[src/hdl/hrsp_pkg.sv]
// ----------------------------------------------------------------------------
// hrsp_pkg - shared types and constants for the hex record stream parser
// Holds the phase codes, status codes, record type codes, the result
// struct and the ASCII hex digit decoder.
// ----------------------------------------------------------------------------
package hrsp_pkg;

   // Parser phase codes
   localparam logic [2:0] PH_HUNT = 3'd0;
   localparam logic [2:0] PH_LEN  = 3'd1;
   localparam logic [2:0] PH_AHI  = 3'd2;
   localparam logic [2:0] PH_ALO  = 3'd3;
   localparam logic [2:0] PH_TYPE = 3'd4;
   localparam logic [2:0] PH_DATA = 3'd5;
   localparam logic [2:0] PH_SUM  = 3'd6;

   // Result kinds
   localparam logic KIND_DATA = 1'b0;
   localparam logic KIND_END  = 1'b1;

   // Record-end status codes
   localparam logic [1:0] ST_OK       = 2'd0;
   localparam logic [1:0] ST_BAD_SUM  = 2'd1;
   localparam logic [1:0] ST_BAD_TYPE = 2'd2;
   localparam logic [1:0] ST_FORMAT   = 2'd3;

   // Record type codes
   localparam logic [7:0] REC_DATA    = 8'd0;
   localparam logic [7:0] REC_EOF     = 8'd1;
   localparam logic [7:0] REC_SEGMENT = 8'd2;
   localparam logic [7:0] REC_LINEAR  = 8'd4;

   localparam logic [7:0] CHAR_COLON = 8'h3A;

   // Result word width on the stream, padded to whole bytes
   localparam int unsigned RSP_DATA_W = 80;

   typedef struct packed {
      logic        kind;
      logic [7:0]  data_byte;
      logic [15:0] byte_address;
      logic [7:0]  record_kind;
      logic [7:0]  record_len;
      logic [15:0] record_addr;
      logic [15:0] extended_offset;
      logic [1:0]  status;
   } result_type;

   typedef struct packed {
      logic       ok;
      logic [3:0] value;
   } hex_digit_type;

   // Decode one ASCII hex digit, either case
   function automatic hex_digit_type hex_decode(input logic [7:0] c);
      hex_digit_type d;
      d.ok    = 1'b0;
      d.value = 4'd0;
      if (c inside {[8'h30:8'h39]}) begin
         d.ok    = 1'b1;
         d.value = c[3:0];
      end else if (c inside {[8'h41:8'h46], [8'h61:8'h66]}) begin
         d.ok    = 1'b1;
         d.value = c[3:0] + 4'd9;
      end
      return d;
   endfunction

endpackage

[src/hdl/hrsp_parser.sv]
// ----------------------------------------------------------------------------
// hrsp_parser - record state machine of the hex record stream parser
// Advances the record state by one character per step and forms the
// result of that character, if any, for the output register.
// ----------------------------------------------------------------------------
module hrsp_parser
   import hrsp_pkg::*;
(
   input  logic       clock,
   input  logic       reset,
   input  logic       step,
   input  logic [7:0] char_code,
   output logic       produced,
   output result_type result
);

   logic [2:0]  phase_ff, phase_in;
   logic        pending_ff, pending_in;
   logic [3:0]  high_nibble_ff, high_nibble_in;
   logic [7:0]  length_ff, length_in;
   logic [15:0] address_ff, address_in;
   logic [7:0]  type_ff, type_in;
   logic [7:0]  done_ff, done_in;
   logic [7:0]  sum_ff, sum_in;
   logic [15:0] offset_ff, offset_in;

   hex_digit_type digit;
   logic [7:0]    byte_val;
   logic [7:0]    done_next;
   logic          offset_kind;
   logic          known_kind;

   assign digit       = hex_decode(char_code);
   assign byte_val    = {high_nibble_ff, digit.value};
   assign done_next   = done_ff + 8'd1;
   assign offset_kind = (type_ff == REC_SEGMENT) || (type_ff == REC_LINEAR);
   assign known_kind  = (type_ff == REC_DATA) || (type_ff == REC_EOF) || offset_kind;

   // Next state and result for one character
   always_comb begin
      phase_in       = phase_ff;
      pending_in     = pending_ff;
      high_nibble_in = high_nibble_ff;
      length_in      = length_ff;
      address_in     = address_ff;
      type_in        = type_ff;
      done_in        = done_ff;
      sum_in         = sum_ff;
      offset_in      = offset_ff;
      produced       = 1'b0;

      // record-end summary by default; data bytes override below
      result.kind            = KIND_END;
      result.data_byte       = 8'd0;
      result.byte_address    = 16'd0;
      result.record_kind     = type_ff;
      result.record_len      = length_ff;
      result.record_addr     = address_ff;
      result.extended_offset = offset_kind ? offset_ff : 16'd0;
      result.status          = ST_FORMAT;

      if (step) begin
         if (phase_ff == PH_HUNT || phase_ff > PH_SUM) begin
            // hunt for the colon, drop everything else
            phase_in = PH_HUNT;
            if (char_code == CHAR_COLON) begin
               phase_in       = PH_LEN;
               pending_in     = 1'b0;
               high_nibble_in = 4'd0;
               length_in      = 8'd0;
               address_in     = 16'd0;
               type_in        = 8'd0;
               done_in        = 8'd0;
               sum_in         = 8'd0;
               offset_in      = 16'd0;
            end
         end else if (!digit.ok) begin
            // format error: report what was decoded and resync
            produced   = 1'b1;
            phase_in   = PH_HUNT;
            pending_in = 1'b0;
         end else if (!pending_ff) begin
            high_nibble_in = digit.value;
            pending_in     = 1'b1;
         end else begin
            pending_in = 1'b0;
            sum_in     = sum_ff + byte_val;
            case (phase_ff)
               PH_LEN: begin
                  length_in = byte_val;
                  phase_in  = PH_AHI;
               end
               PH_AHI: begin
                  address_in = {byte_val, 8'd0};
                  phase_in   = PH_ALO;
               end
               PH_ALO: begin
                  address_in = {address_ff[15:8], byte_val};
                  phase_in   = PH_TYPE;
               end
               PH_TYPE: begin
                  type_in  = byte_val;
                  phase_in = (length_ff == 8'd0) ? PH_SUM : PH_DATA;
               end
               PH_DATA: begin
                  // capture the offset word from the first two payload bytes
                  if (done_ff == 8'd0) begin
                     offset_in = {byte_val, 8'd0};
                  end else if (done_ff == 8'd1) begin
                     offset_in = {offset_ff[15:8], byte_val};
                  end
                  if (type_ff == REC_DATA) begin
                     produced               = 1'b1;
                     result.kind            = KIND_DATA;
                     result.data_byte       = byte_val;
                     result.byte_address    = address_ff + {8'd0, done_ff};
                     result.extended_offset = 16'd0;
                     result.status          = ST_OK;
                  end
                  done_in = done_next;
                  if (done_next == length_ff) begin
                     phase_in = PH_SUM;
                  end
               end
               PH_SUM: begin
                  produced = 1'b1;
                  phase_in = PH_HUNT;
                  if (sum_in != 8'd0) begin
                     result.status = ST_BAD_SUM;
                  end else if (!known_kind) begin
                     result.status = ST_BAD_TYPE;
                  end else begin
                     result.status = ST_OK;
                  end
               end
               default: begin
                  phase_in = PH_HUNT;
               end
            endcase
         end
      end
   end

   // Hold record state
   always_ff @(posedge clock) begin
      if (reset) begin
         phase_ff       <= PH_HUNT;
         pending_ff     <= 1'b0;
         high_nibble_ff <= 4'd0;
         length_ff      <= 8'd0;
         address_ff     <= 16'd0;
         type_ff        <= 8'd0;
         done_ff        <= 8'd0;
         sum_ff         <= 8'd0;
         offset_ff      <= 16'd0;
      end else begin
         phase_ff       <= phase_in;
         pending_ff     <= pending_in;
         high_nibble_ff <= high_nibble_in;
         length_ff      <= length_in;
         address_ff     <= address_in;
         type_ff        <= type_in;
         done_ff        <= done_in;
         sum_ff         <= sum_in;
         offset_ff      <= offset_in;
      end
   end

   // Junk outside a record leaves the parser hunting
   a_hunt_holds: assert property (@(posedge clock) disable iff (reset)
      step && phase_ff == PH_HUNT && char_code != CHAR_COLON |=> phase_ff == PH_HUNT)
      else $error("parser left hunting without a colon");

   // Every record end returns to hunting
   a_end_to_hunt: assert property (@(posedge clock) disable iff (reset)
      produced && result.kind == KIND_END |=> phase_ff == PH_HUNT && !pending_ff)
      else $error("record end did not return to hunting");

   // Data bytes come only from the payload of a data record
   a_data_in_payload: assert property (@(posedge clock) disable iff (reset)
      produced && result.kind == KIND_DATA |-> phase_ff == PH_DATA && type_ff == REC_DATA)
      else $error("data byte outside a data record payload");

   // No half byte is pending while hunting
   a_hunt_no_nibble: assert property (@(posedge clock) disable iff (reset)
      phase_ff == PH_HUNT |-> !pending_ff)
      else $error("nibble pending while hunting");

endmodule

[src/hdl/hex_record_stream_parser_core.sv]
// ----------------------------------------------------------------------------
// hex_record_stream_parser_core - hex record stream parser, top level
// Path: a result word reaches rsp_ from its accepted character through the
//   input register, then the parse into the result register.
// Throughput: one character word per cycle while rsp_ is not back-pressured, set by the single parse stage.
// Reset: synchronous; empties both registers and returns the parser to
//   hunting for a colon.
// ----------------------------------------------------------------------------
module hex_record_stream_parser_core
   import hrsp_pkg::*;
(
   input  logic                  clock,
   input  logic                  reset,
   input  logic                  req_tvalid,
   output logic                  req_tready,
   input  logic [7:0]            req_tdata,   // [7:0] char_code
   output logic                  rsp_tvalid,
   input  logic                  rsp_tready,
   output logic [RSP_DATA_W-1:0] rsp_tdata,   // data_byte, byte_address, record_kind,
                                              // record_len, record_addr,
                                              // extended_offset, status, zero pad
   output logic                  rsp_tuser    // kind
);

   logic       in_valid_ff, in_valid_in;
   logic [7:0] in_char_ff;
   logic       out_valid_ff, out_valid_in;
   result_type out_ff;
   logic       step;
   logic       produced;
   result_type result;

   // Parse the held word when the result register can take its result
   assign step       = in_valid_ff && (!out_valid_ff || rsp_tready);
   assign req_tready = !in_valid_ff || step;

   hrsp_parser u_parser (
      .clock     (clock),
      .reset     (reset),
      .step      (step),
      .char_code (in_char_ff),
      .produced  (produced),
      .result    (result)
   );

   assign in_valid_in  = (req_tvalid && req_tready) || (in_valid_ff && !step);
   assign out_valid_in = (step && produced) || (out_valid_ff && !rsp_tready);

   // Input register
   always_ff @(posedge clock) begin
      if (reset) begin
         in_valid_ff <= 1'b0;
      end else begin
         in_valid_ff <= in_valid_in;
      end
   end

   always_ff @(posedge clock) begin
      if (req_tvalid && req_tready) begin
         in_char_ff <= req_tdata;
      end
   end

   // Result register
   always_ff @(posedge clock) begin
      if (reset) begin
         out_valid_ff <= 1'b0;
      end else begin
         out_valid_ff <= out_valid_in;
      end
   end

   always_ff @(posedge clock) begin
      if (step && produced) begin
         out_ff <= result;
      end
   end

   // Pack the result word
   assign rsp_tvalid = out_valid_ff;
   assign rsp_tuser  = out_ff.kind;
   assign rsp_tdata  = {6'd0, out_ff.status, out_ff.extended_offset, out_ff.record_addr,
                        out_ff.record_len, out_ff.record_kind, out_ff.byte_address,
                        out_ff.data_byte};

endmodule
[config.mk]
export PLATFORM = sky130hd
export DESIGN_NAME = hex_record_stream_parser_core
export DESIGN_NICKNAME = d
export VERILOG_FILES = /design/src/hdl/hrsp_pkg.sv /design/src/hdl/hrsp_parser.sv /design/src/hdl/hex_record_stream_parser_core.sv
export SDC_FILE = /design/constraint.sdc
export NUM_CORES = 1
export LEC_CHECK = 0
export BUFFER_PORTS_ARGS = -buffer_cell sky130_fd_sc_hd__buf_2
export CAP_MARGIN = 20
export CORE_UTILIZATION = 30
export DETAILED_ROUTE_END_ITERATION = 12
export GPL_ROUTABILITY_DRIVEN = 0
export GPL_TIMING_DRIVEN = 0
export PLACE_DENSITY_LB_ADDON = 0.2
export SETUP_SLACK_MARGIN = 0.02
export SYNTH_ARGS = -nofsm -noshare
export SYNTH_HDL_FRONTEND = slang
export SYNTH_SLANG_ARGS = --single-unit
[constraint.sdc]
create_clock -name clock -period 5.4 [get_ports clock]
set_clock_uncertainty 0.15 [all_clocks]
set_input_delay 0.81 -clock clock [delete_from_list [all_inputs] [get_ports clock]]
set_output_delay 0.81 -clock clock [all_outputs]
set_load 0.05 [all_outputs]
=== Yosys cells after proc, flatten, opt, wreduce, memory -nomap -nowiden ===
Cells that the tools add are included.

* Bits in registers: 157
* Input port bits: 12
* Output and inout bits: 83
* Word-level logic and storage cells: 165

* Add/subtract/negate cells: 4
* Order comparisons: 7
* Equal/unequal tests: 17
* Multiplexer cells: 61
* Bitwise operators: 5
* Reductions and logical operators: 49

{| class="wikitable"
|+ Operators with widths
! operator !! number
|-
| 16-bit two-way mux || 11
|-
| 8-bit two-way mux || 17
|-
| 18-bit two-way mux || 5
|-
| 16-bit one-hot mux with 2 select lines || 1
|-
| 25-bit two-way mux || 1
|-
| 8-bit logical NOT || 3
|-
| 5-bit AND reduction || 4
|-
| 6-bit AND reduction || 3
|-
| 16-bit by 8-bit adder with 16-bit output || 1
|-
| 8-bit by 1-bit == test with 1-bit output, second input constant || 2
|-
| 8-bit by 7-bit greater-or-equal comparator with 1-bit output, second input constant || 2
|-
| 8-bit by 7-bit <= comparator with 1-bit output, second input constant || 2
|-
| 4-bit two-way mux || 4
|-
| 2-bit nonzero test || 8
|-
| 3-bit one-hot mux with 5 select lines || 1
|-
| 3-bit two-way mux || 4
|-
| 1-bit two-way mux || 10
|-
| 5-bit two-way mux || 2
|-
| 3-bit == test, second input constant || 3
|-
| 8-bit by 1-bit adder with 8-bit output, second input constant || 1
|-
| 8-bit adder || 1
|-
| 8-bit by 2-bit == test with 1-bit output, second input constant || 1
|-
| 8-bit by 3-bit == test with 1-bit output, second input constant || 1
|-
| 8-bit by 6-bit == test with 1-bit output, second input constant || 1
|-
| other kinds (27) || 54
|}

=== Logic depth before layout (Yosys ltp) ===
Gate-level depths: netlist of run 1.

* Depth in word-level cells: 13
* Gate-level depth with buffers: 16
* Depth with buffers taken out: 16

=== Hierarchy ===
A second synthesis of run 1 with hierarchy kept.

* Cell total of the unflattened synthesis: 690
* Area, all modules: 7325.8 µm²

{| class="wikitable"
|+ Modules (own cells, without submodules)
! module !! instances !! cells an instance !! area each (µm²) !! sequential area each (µm²)
|-
| hrsp_parser || 1 || 589 || 4678.2 || 1441.4
|-
| hex_record_stream_parser_core || 1 || 101 || 2647.5 || 2532.4
|}

=== Least setup slack after synthesis of run 1 ===
OpenSTA, ideal clock, no wires.

* Path type: flip-flop to flip-flop
* Start point: reg in_char_ff[0]
* End point: reg out_ff (netlist bit rsp_tdata[72]), data pin
* Library setup time: 263 ps
* Arrival time: 3482 ps
* Data required time: 4987 ps
* Slack: 1505 ps
* Cell stages (with the launch flop): 16
* Cell sequence: edfxtp_1 > inv_1 > ha_1 > o21bai_1 > a21oi_1 > nor2b_1 > xnor2_1 > nor2_1 > ha_1 > nor2b_1 > o31a_1 > o211ai_1 > nand3_1 > or4_1 > o311ai_0 > nand2_1

{| class="wikitable"
|+ RTL lines
! element !! RTL line !! RTL
|-
| start: declaration || hex_record_stream_parser_core.sv:26 || <nowiki>logic [7:0] in_char_ff;</nowiki>
|-
| start signal: assignment || hex_record_stream_parser_core.sv:60 || <nowiki>in_char_ff <= req_tdata;</nowiki>
|-
| end signal: assignment || hex_record_stream_parser_core.sv:75 || <nowiki>out_ff <= result;</nowiki>
|-
| end: declaration || hex_record_stream_parser_core.sv:28 || <nowiki>result_type out_ff;</nowiki>
|}

==> results of run 1 <==
-- routing by layer --
layer | part of all wire | track usage
met5 | 0 | 0
met4 | 0.033 | 0.07656
met3 | 0.048 | 0.03683
met2 | 0.46 | 0.2419
met1 | 0.46 | 0.2012
-- report_power, final --
| group | internal (mW) | switching, mW | leakage, nW |
|---|---|---|---|
| registers | 1.25 | 0.00483 | 1.40 |
| clock network | 0.681 | 0.492 | 0.284 |
| logic | 0.0187 | 0.0425 | 1.56 |
| total | 1.95 | 0.540 | 3.24 |
-- cell usage in the layout, fill, tap and decap left out, types with 7 or more instances in the layout --
cell | Yosys | final
a211oi_1 | 9 | 9
nor3_1 | 14 | 14
nand2b_1 | 8 | 8
ha_1 | 24 | 24
and3_1 | 8 | 8
nor2_1 | 85 | 85
a22oi_1 | 15 | 15
dfxtp_1 | 74 | 74
nand3_1 | 16 | 16
inv_1 | 23 | 22
o21ai_0 | 27 | 27
or3_1 | 7 | 7
xnor2_1 | 18 | 18
mux2i_1 | 23 | 23
a22o_1 | 8 | 8
buf_2 | 11 | 99
or4_1 | 7 | 7
nand2_1 | 35 | 35
clkbuf_16 | 0 | 17
nand3b_1 | 10 | 10
edfxtp_1 | 83 | 83
a21oi_1 | 44 | 44
clkbuf_1 | 16 | 17
nor2b_1 | 8 | 8
and2_1 | 22 | 22
-- worst min-delay path by stage --
stage	endpoint	slack, ns	cells after the start
floorplan	rsp_tdata[27]	0.27	0
global placement	u_parser.offset_ff[2]	0.29	2
detailed placement	u_parser.offset_ff[4]	0.29	2
CTS	u_parser.offset_ff[1]	0.30	2
global route	u_parser.offset_ff[2]	0.31	2
finish	u_parser.offset_ff[5]	0.30	2
-- cell type report --
type | instances | share of cell area
Sequential cell | 157 | 0.4595
Multi-Input combinational cell | 464 | 0.3455
Timing Repair Buffer | 89 | 0.05324
Clock buffer | 18 | 0.04962
Tap cell | 319 | 0.04615
Buffer | 34 | 0.01895
Clock inverter | 14 | 0.01678
Inverter | 23 | 0.01027
-- critical path, delay by kind of cell (launching register included) --
| kind | cells | cell delay (ns) |
|---|---|---|
| compound gates | 5 | 1.71 |
| simple gates | 4 | 0.94 |
| buf+inv | 3 | 0.32 |
| fa+ha+maj | 3 | 0.84 |
| flops | 1 | 0.47 |
-- kinds of logic after synthesis --
logic type,count (synthesis)
AOI/OAI and AO/OA,145
buffers and inverters,57
muxes,24
DFF,157
other,1
xor gates and xnor gates,24
adders and majority gates,27
and+or+nand+nor,238
-- cell usage after synthesis, drive strengths merged (6+ instances only) --
| library cell | count |
|---|---|
| nor2 | 85 |
| or3 | 7 |
| mux2i | 23 |
| nand3b | 10 |
| xnor2 | 18 |
| a211oi | 10 |
| ha | 24 |
| nand2 | 36 |
| nand3 | 16 |
| nor3 | 16 |
| or4 | 7 |
| and3 | 8 |
| edfxtp | 83 |
| nand2b | 8 |
| a21oi | 44 |
| buf | 18 |
| and2 | 22 |
| dfxtp | 74 |
| xor2 | 6 |
| a22oi | 15 |
| a22o | 8 |
| inv | 23 |
| nor2b | 8 |
| o21ai | 29 |
| clkbuf | 16 |
-- stage by stage --
step	hold WS (ns)	std cells	setup slack (ns)
final	0.3018	1118	0.7133
after global routing	0.3101	1118	0.3728
after CTS	0.3030	1118	0.6786
after detailed placement	0.2936	1086	0.7013
after global placement	0.2891	1084	0.4223
after floorplan	0.2708	678	1.505
-- sequential cells by signal, indices dropped and copies added, names as in the netlist, 3 cells and up --
| name | cells |
|---|---|
| u_parser.offset_ff | 16 |
| u_parser.length_ff | 8 |
| u_parser.high_nibble_ff | 4 |
| u_parser.sum_ff | 8 |
| u_parser.type_ff | 8 |
| rsp_tdata | 74 |
| u_parser.phase_ff | 3 |
| in_char_ff | 8 |
| u_parser.address_ff | 16 |
| u_parser.done_ff | 8 |
==> summary.txt, run 1 <==
Clock network
  – Clk sinks: 157
  – Num CTS Buffers: 17
  – Clk_lat worst skew: 0.43 ns
  – CTS Buffer Depth: 2
  – Root Buffer: clkbuf_16
  – Post-CTS Resized: 0
  – Clock-pin slew on the worst setup and hold paths: 0.07 ns
  – Post-CTS Hold Fix Bufs: 0
  – H-tree depth: 4
  – Setup Buffers After CTS: 0
  – CTS tree: done

Final layout
  – Area grow syn2layout: 20.23%
  – Share of layout cells above drive strength 1: 0.1865
  – N_diodes: 0
  – Final instance area: 8648 µm²
  – Area occupied by multi-input gates: 2988 µm²
  – FF/Latch Area: 3974 µm²
  – Layout fillers: 2352
  – Layout Nets: 824
  – Final core utilization: 0.3684

Global routing
  – Pin count of the biggest net entering global routing: 39
  – Vias in the first global route: 5131
  – First-pass GRT wire length: 28400 µm
  – Total GRT Usage: 0.1554
  – Initial antenna violation count: 0
  – Total congestion overflow: 0

Run
  – Number of max-cap violations: 0

Power and ir drop
  – Total Power: 2.490 mW
  – Pleak: 3.241 nW
  – Power Density: 288.0 nW/µm²
  – Peak supply drop: 0.1640 mV

Place
  – IO buf count: 87
  – Hpwl dp: 13330 µm
  – DP Area: 8074 µm²

Route
  – ANT nets after route: 0
  – Drt drc: 0
  – DR iter-0 viols: 347
  – Via count: 5424
  – Final wirelength: 18580 µm
  – Vias per Instance: 4.852
  – WL/cell: 16.62 µm
  – DR pass1 iterations: 5

Worst setup path
  – CP Class: reg2reg
  – Reg2reg path depth: 15
  – R2r setup slk: 0.71 ns
  – Worst Path Required: 5.42 ns
  – Startpoint Class: register
  – Critical Path Max Stage Delay: 0.59 ns
  – Critical-path cell list: inv_1, ha_1, o21bai_1, a21oi_1, a21oi_1, inv_1, ha_1, inv_1, fa_1, nor2b_1, o31a_1, or4_1, nand3_1, or4_1, o41ai_1
  – CP max stage cell: a21oi_1
  – Reg-to-Reg Start: in_char_ff[0]
  – Max FO, Critical Path: 8
  – Worst setup path startpoint: in_char_ff[0]
  – End of the worst register-to-register path: rsp_tdata[73]
  – Worst Path Arrival: 4.71 ns
  – CP dominant cell by count: inv_1
  – CP Capture Point: rsp_tdata[73]
  – Critical Path Sink Type: register

Logic synthesis
  – Mapped Cells: 673
  – Top post-synthesis cells by area: edfxtp_1, dfxtp_1, nor2_1
  – Largest family of logic cells by synthesized area: simple AND/OR/NAND/NOR gates
  – Synth top area share: 0.3465
  – Multiplexer share of the synthesized area: 0.03357
  – Cell area after synthesis: 7193 µm²
  – EDFF count, synth: 83
  – Post-synthesis simple-gate area fraction: 0.1679
  – Flops & latches, synth: 157
  – Synth warn: 0
  – Post-Synth Adder-Cell Area: 0.04870
  – Synth cell types: 64
  – Post-Synth XOR/XNOR Area: 0.02922
  – Main synth FF type: edfxtp_1
  – Top cell type by total area after synthesis: edfxtp_1
  – Post-synthesis async set-or-reset flop share: 0
  – Register area share after synthesis: 0.5524
  – Syn avg cell area: 10.69 µm²
  – Complex-gate fraction of the synthesized area: 0.1329

Timing
  – Slew margin rel.: 0.3363
  – Worst-Margin Slew: 0.9919 ns
  – Max Fclk: 213.4 MHz
  – Final Setup Violations: 0
  – Setup TNS: 0 ns
  – Min Tclk post-route: 4.687 ns
  – RSZ-0062 raised after global routing: false
  – Fin. Hold Viols: 0
  – Slew Limit Fails: 0
  – Final period util: 0.8679

Die
  – CORE AREA: 23470 µm²
  – Initial Util: 0.3064
  – DIE AREA: 24600 µm²
  – Die H: 156.8 µm
  – Die width: 156.8 µm
  – Row count: 56
  – Io pins: 95

Min path
  – HP Start: u_parser.offset_ff[5]
  – Hold Crit Class: reg2reg

Outcome
  – Status: finished, final reports clean
(Power assumes the default switching activity.)
==> run 2, diff against run 1 <==
--- a/config.mk
+++ b/config.mk
@@ -5,6 +5,7 @@
 export SDC_FILE = /design/constraint.sdc
 export NUM_CORES = 1
 export LEC_CHECK = 0
+export ABC_AREA = 1
 export BUFFER_PORTS_ARGS = -buffer_cell sky130_fd_sc_hd__buf_2
 export CAP_MARGIN = 20
 export CORE_UTILIZATION = 30
==> run 2 against run 1 <==
Sequential share of layout area shrank 2.1 points. Setup slack gained 0.53 ns. Die area grew 4.6%. Non-clock buffer count shrank 11. Core utilization increased by 0.17 points. Global-route usage is essentially flat. Critical path type unchanged. Critical endpoint unchanged. Largest cell class unchanged.
==> summary.txt, run 2 <==
Outcome
  – Status: finished, final reports clean

Global routing
  – Total GRT Usage: 0.1550 (-0.0003742)
  – Pin count of the biggest net entering global routing: 54 (+38%)
  – Vias in the first global route: 5655 (+10%)
  – Initial antenna violation count: 0 (unchanged)
  – Total congestion overflow: 0 (unchanged)
  – First-pass GRT wire length: 30530 µm (+7.5%)

Final layout
  – FF/Latch Area: 3974 µm² (unchanged)
  – Commonest non-fill, non-tap cell in the layout: nand2_1
  – Layout Nets: 1041 (+26%)
  – Share of layout cells above drive strength 1: 0.1596 (-0.02688)
  – Area occupied by multi-input gates: 3024 µm² (+1.2%)
  – Area grow syn2layout: 20.24% (about the same)
  – N_diodes: 0 (unchanged)
  – Final instance area: 9055 µm² (+4.7%)
  – Layout fillers: 2543 (+8.1%)
  – Max FFs per register: 74 (unchanged)
  – Most frequent cells in the layout: nand2_1, nor2_1, inv_1, buf_2, a21oi_1
  – Final core utilization: 0.3702 (+0.001717)

Die
  – Die width: 160.4 µm (+2.3%)
  – Die H: 160.4 µm (+2.3%)
  – Initial Util: 0.3079 (+0.001412)
  – Io pins: 95 (unchanged)
  – CORE AREA: 24460 µm² (+4.2%)
  – DIE AREA: 25740 µm² (+4.6%)
  – Row count: 57 (+1.8%)

Logic synthesis
  – Largest family of logic cells by synthesized area: simple AND/OR/NAND/NOR gates
  – Main synth FF type: edfxtp_1
  – Mapped Cells: 890 (+32%)
  – Synth cell types: 41 (-36%)
  – Post-synthesis simple-gate area fraction: 0.2500 (+0.08219)
  – Flops & latches, synth: 157 (unchanged)
  – Synth warn: 0 (unchanged)
  – Top-count cell post-synth: nand2_1
  – List of most frequent post-synthesis cells: nand2_1, nor2_1, inv_1, a21oi_1, edfxtp_1
  – Multiplexer share of the synthesized area: 0 (-0.03357)
  – Register area share after synthesis: 0.5277 (-0.02478)
  – Syn avg cell area: 8.462 µm² (-21%)
  – Top post-synthesis cells by area: edfxtp_1, dfxtp_1, nand2_1
  – Post-Synth XOR/XNOR Area: 0.01279 (-0.01643)
  – Post-synthesis async set-or-reset flop share: 0 (unchanged)
  – Synth top area share: 0.3310 (-0.01554)
  – Cell area after synthesis: 7531 µm² (+4.7%)
  – Top cell type by total area after synthesis: edfxtp_1
  – EDFF count, synth: 83 (unchanged)
  – Complex-gate fraction of the synthesized area: 0.09055 (-0.04235)
  – Post-Synth Adder-Cell Area: 0.04519 (-0.003514)

Route
  – DR pass1 iterations: 4 (-1)
  – Final wirelength: 19280 µm (+3.8%)
  – DR iter-0 viols: 323 (-6.9%)
  – ANT nets after route: 0 (unchanged)
  – Vias per Instance: 4.506 (-7.1%)
  – Via count: 6034 (+11%)
  – Drt drc: 0 (unchanged)
  – WL/cell: 14.40 µm (-13%)

Timing
  – Slew Limit Fails: 0 (unchanged)
  – Final Setup Violations: 0 (unchanged)
  – Min Tclk post-route: 4.153 ns (-0.5341 ns)
  – Setup TNS: 0 ns (unchanged)
  – Slew margin rel.: 0.3604 (+0.02416)
  – Fin. Hold Viols: 0 (unchanged)
  – Final period util: 0.7690 (-0.09890)
  – Max Fclk: 240.8 MHz (+13%)
  – RSZ-0062 raised after global routing: false
  – Worst-Margin Slew: 0.9493 ns (-0.04261 ns)

Worst setup path
  – Buf+Inv Stages, Crit Path: 4 (+1)
  – CP Class: reg2reg
  – Critical Path Max Stage Delay: 0.79 ns (+0.20 ns)
  – Max FO, Critical Path: 10 (+2)
  – Worst Path Required: 5.49 ns (+0.07 ns)
  – Worst Path Arrival: 4.25 ns (-0.46 ns)
  – Reg-to-Reg Start: in_char_ff[0]
  – Crit-path leading delay family: compound AO/OA/AOI/OAI gates
  – R2r setup slk: 1.25 ns (+0.53 ns)
  – Reg2reg path depth: 17 (+2)
  – CP dominant cell by count: inv_1
  – Critical Path Sink Type: register
  – Critical path depth: 17 (+2)
  – Startpoint Class: register
  – End of the worst register-to-register path: rsp_tdata[73]
  – Critical-path cell list: inv_1, ha_1, inv_1, nor2_1, nor2_1, o21ai_2, nand2_2, o21ai_0, ha_1, inv_1, fa_1, inv_1, nor3_1, nand2_1, nor2_1, nand4_1, o21ai_0
  – CP max stage cell: o21ai_0

Clock network
  – Clock-pin slew on the worst setup and hold paths: 0.06 ns (about the same)
  – Clk_lat worst skew: 0.42 ns (about the same)
  – Root Buffer: clkbuf_16
  – Num CTS Buffers: 17 (unchanged)
  – Setup Buffers After CTS: 0 (unchanged)
  – Post-CTS Resized: 0 (unchanged)
  – Post-CTS Hold Fix Bufs: 0 (unchanged)
  – CTS tree: done
  – CTS Buffer Depth: 2 (unchanged)
  – H-tree depth: 4 (unchanged)
  – Clk sinks: 157 (unchanged)

Power and ir drop
  – Peak supply drop: 0.1644 mV (+0.23%)
  – Pleak: 3.703 nW (+14%)
  – Total Power: 2.852 mW (+15%)
  – Power Density: 315.0 nW/µm² (+9.4%)

Place
  – DP Area: 8426 µm² (+4.4%)
  – IO buf count: 88 (+1.1%)
  – Hpwl dp: 14110 µm (+5.9%)

Min path
  – Hold Crit Class: reg2reg
  – Worst Hold End: rsp_tdata[28]
  – Hold Path Cell Cnt: 0 (-2)
  – HP Start: u_parser.type_ff[4]

Run
  – Number of max-cap violations: 0 (unchanged)
run 2: changes by cell type after synthesis, sizes merged, moves of 10 or more:
cell / before / now
nand2: 36 / 208
nand4: 1 / 11
nor2: 85 / 132
a21oi: 44 / 87
mux2i: 23 / 0
nand3: 16 / 65
xnor2: 18 / 6
inv: 23 / 112
nand3b: 10 / 0
and2: 22 / 0
a22oi: 15 / 0
run 2: cell families (layout without fill, tap and decap cells):
group	Yosys count	in the layout
simple gates	433	433
other cells	1	6
xor+xnor	11	11
buf+inv	135	255
compound gates	127	127
fa+ha+maj	26	26
flops	157	157
run 2: per-layer routing:
layer  vias up  GRT usage  wire (µm)
met2       134     0.2418       8558
met3        21    0.02815        757
li1       3134          -          -
met4         0    0.05584        351
met1      2745     0.2139       9615
met5         -          0          0
run 2: report_power, final:
part	switching, mW	leakage, nW	internal [mW]
Clock	0.490	0.303	0.820
Sequential	0.0150	1.44	1.28
Combinational	0.191	1.96	0.0591
Total	0.696	3.70	2.16
run 2: worst max-delay path by stage:
stage,start,to
after floorplan,in_char_ff[0],rsp_tdata[0]
after global placement,in_char_ff[0],rsp_tdata[11]
after detailed placement,in_char_ff[0],rsp_tdata[73]
after CTS,in_char_ff[0],rsp_tdata[73]
after global routing,in_char_ff[0],rsp_tdata[73]
final,in_char_ff[0],rsp_tdata[73]
run 2: area by class of cell:
type | count | share of cell area
clock buffers | 20 | 0.04822
flip-flops and latches | 157 | 0.4389
clock inverters | 11 | 0.02128
inverters | 112 | 0.04670
plain buffers | 23 | 0.01451
well taps | 324 | 0.04477
repair buffers | 89 | 0.05168
multi-input cells | 603 | 0.3340
run 2: per-stage QoR:
step | instances | worst slack (ns) | hold slack [ns]
floorplan | 895 | 2.003 | 0.2805
global placement | 1307 | 0.9909 | 0.3008
detailed placement | 1308 | 1.245 | 0.3001
CTS | 1339 | 1.236 | 0.3157
global route | 1339 | 0.9891 | 0.3227
finish | 1339 | 1.247 | 0.3123
==> run 3, diff against run 2 <==
==> constraint.sdc (replaced) <==
create_clock -name clock -period 3.8 [get_ports clock]
set_clock_uncertainty 0.15 [all_clocks]
set_input_delay 0.57 -clock clock [delete_from_list [all_inputs] [get_ports clock]]
set_output_delay 0.57 -clock clock [all_outputs]
set_load 0.05 [all_outputs]
==> run 3 against run 2 <==
Non-clock buffer count unchanged. Via count decreased by 0.35%. Die area is the same. Largest cell class unchanged.
==> summary.txt, run 3 (synthesis results as in run 2) <==
Timing
  – Max Fclk: 284.5 MHz (+18%)
  – Slew margin rel.: 0.4539 (+0.09345)
  – Final Setup Violations: 0 (unchanged)
  – RSZ-0062 raised after global routing: false
  – Worst-Margin Slew: 0.8161 ns (-0.1332 ns)
  – WHS: 0.1670 ns (-0.1454 ns)
  – Final period util: 0.9251 (+0.1561)
  – Min Tclk post-route: 3.515 ns (-0.6373 ns)
  – Slew Limit Fails: 0 (unchanged)
  – Fin. Hold Viols: 0 (unchanged)

Power and ir drop
  – Total Power: 4.059 mW (+42%)
  – Peak supply drop: 0.2339 mV (+42%)
  – P_sw: 0.9932 mW (+43%)
  – Comb pwr share: 0.088 (about the same)
  – Flop pwr share: 0.453 (about the same)
  – Pleak: 3.715 nW (+0.34%)
  – Clock power share: 0.459 (about the same)
  – Power Density: 446.2 nW/µm² (+42%)
  – Internal power: 3.066 mW (+42%)
  – Switching part of the total: 0.2447 (+0.0006373)

Die
  – Row count: 57 (unchanged)
  – Io pins: 95 (unchanged)
  – Die H: 160.4 µm (unchanged)
  – Die width: 160.4 µm (unchanged)
  – CORE AREA: 24460 µm² (unchanged)
  – DIE AREA: 25740 µm² (unchanged)
  – Initial Util: 0.3079 (unchanged)

Final layout
  – Layout Nets: 1041 (unchanged)
  – N_diodes: 0 (unchanged)
  – Share of layout cells above drive strength 1: 0.1645 (+0.004926)
  – Area grow syn2layout: 20.78%
  – Commonest non-fill, non-tap cell in the layout: nand2_1
  – Layout fillers: 2539 (-0.16%)
  – Most frequent cells in the layout: nand2_1, nor2_1, inv_1, buf_2, a21oi_1
  – Final Instance Count excl. Fillers: 1339 (unchanged)
  – Final core utilization: 0.3718 (+0.001688)
  – Max FFs per register: 74 (unchanged)

Global routing
  – Initial antenna violation count: 0 (unchanged)
  – GR Layer Usage met2: 0.2432 (+0.001377)
  – Total GRT Usage: 0.1553 (+0.0002878)
  – Met3 usage: 0.02867 (+0.0005165)
  – GRT Max-Usage Layer: met2
  – Pin count of the biggest net entering global routing: 54 (unchanged)
  – M1 GR Usage: 0.2132 (-0.0007818)
  – Vias in the first global route: 5658 (+0.053%)
  – Total congestion overflow: 0 (unchanged)
  – First-pass GRT wire length: 30580 µm (+0.16%)

Worst setup path
  – Critical Path Sink Type: register
  – Buf+Inv Stages, Crit Path: 2 (-2)
  – Crit-path leading delay family: simple AND/OR/NAND/NOR gates
  – CP max stage cell: edfxtp_1
  – Max FO, Critical Path: 10 (unchanged)
  – CP dominant cell by count: nand2_1
  – Worst Path Arrival: 3.54 ns (-0.71 ns)
  – Critical-path cell list: inv_2, ha_1, inv_1, nor2_1, nor2_1, o21ai_2, nand2_4, nand2_2, xor2_4, a21oi_1, ha_1, a21oi_1, nand2_1, nand3_1, nand2_1, nand2_1, nand3_1, nand2_1, nand4_1, nand2_1, nand2_1
  – CP Class: reg2reg
  – Critical Path Max Stage Delay: 0.47 ns (-0.32 ns)
  – Worst Path Required: 3.83 ns (-1.66 ns)
  – Startpoint Class: register

Clock network
  – CTS tree: done
  – Root Buffer: clkbuf_16
  – CTS Buffer Depth: 2 (unchanged)
  – Clk_lat worst skew: 0.42 ns (about the same)
  – Clk sinks: 157 (unchanged)
  – Clock-pin slew on the worst setup and hold paths: 0.06 ns (about the same)
  – Num CTS Buffers: 17 (unchanged)
  – H-tree depth: 4 (unchanged)
  – Post-CTS Hold Fix Bufs: 0 (unchanged)

Route
  – Vias per Instance: 4.491 (-0.35%)
  – Drt drc: 0 (unchanged)
  – Via count: 6013 (-0.35%)
  – WL/cell: 14.47 µm (+0.50%)
  – Final wirelength: 19380 µm (+0.50%)
  – DR iter-0 viols: 315 (-2.5%)
  – DR pass1 iterations: 6 (+2)
  – ANT nets after route: 0 (unchanged)

Outcome
  – Status: finished, final reports clean

Min path
  – Hold Crit Class: in2reg

Run
  – Number of max-cap violations: 0 (unchanged)

Place
  – Placed Cells: 1308 (unchanged)
  – IO buf count: 88 (unchanged)
  – Hpwl dp: 14110 µm (unchanged)
==> run 3: power groups by stage <==
stage	clock network (mW)	logic [mW]	registers, mW
global placement	0	0.350	1.88
global route	1.96	0.392	1.84
detailed placement	0	0.355	1.87
CTS	1.89	0.357	1.84
finish	1.86	0.359	1.84
floorplan	0	0.202	1.93
==> run 3: through the flow <==
step	instance area (µm²)	worst slack, ns	TNS [ns]
floorplan	7550	0.4028	0
global placement	8396	-0.6091	-45.34
detailed placement	8426	-0.3546	-0.6324
CTS	9066	0.05659	0
global route	9096	0.01686	0
finish	9096	0.2846	0
==> run 3: path summary, 6_finish.rpt <==
path | start | slack, ns | endpoint | cells after the start
max | in_char_ff[0] | 0.28 | rsp_tdata[72] | 21
min | req_tdata[1] | 0.17 | in_char_ff[1] | 1
max reg2reg | in_char_ff[0] | 0.28 | rsp_tdata[72] | 21
min reg2reg | u_parser.type_ff[4] | 0.31 | rsp_tdata[28] | 0
==> run 3: what timing repair did <==
item                       CTS  global route
pin swaps                    0             0
resized for setup            5             7
setup endpoints to repair    2             2
buffers inserted             0             0
==> run 3: layout make-up <==
class / count / area (µm²) / area share
sequential: 157 / 3974 / 0.4369
buffer: 23 / 131.4 / 0.01444
inverter: 112 / 422.9 / 0.04649
tap: 324 / 405.4 / 0.04457
clock inverter: 11 / 192.7 / 0.02118
timing repair buffer: 89 / 467.9 / 0.05144
multi-input combinational: 603 / 3065 / 0.3370
clock buffer: 20 / 436.7 / 0.04801
==> run 3: worst register-to-register path, stage by stage (launching register included) <==
cell and delay, ns:
edfxtp_1 0.47, inv_2 0.18, ha_1 0.17, inv_1 0.05, nor2_1 0.11, nor2_1 0.07, o21ai_2 0.09, nand2_4 0.15
nand2_2 0.14, xor2_4 0.24, a21oi_1 0.07, ha_1 0.35, a21oi_1 0.16, nand2_1 0.10, nand3_1 0.08, nand2_1 0.08
nand2_1 0.08, nand3_1 0.09, nand2_1 0.09, nand4_1 0.17, nand2_1 0.10, nand2_1 0.06
==> run 3: per-layer routing <==
layer  part of all wire  wire length, µm  vias to the layer above
met5                  0                0                        -
met4              0.014              279                        0
met3              0.037              720                       18
met2               0.45             8652                      134
met1               0.50             9725                     2728
li1                   -                -                     3133
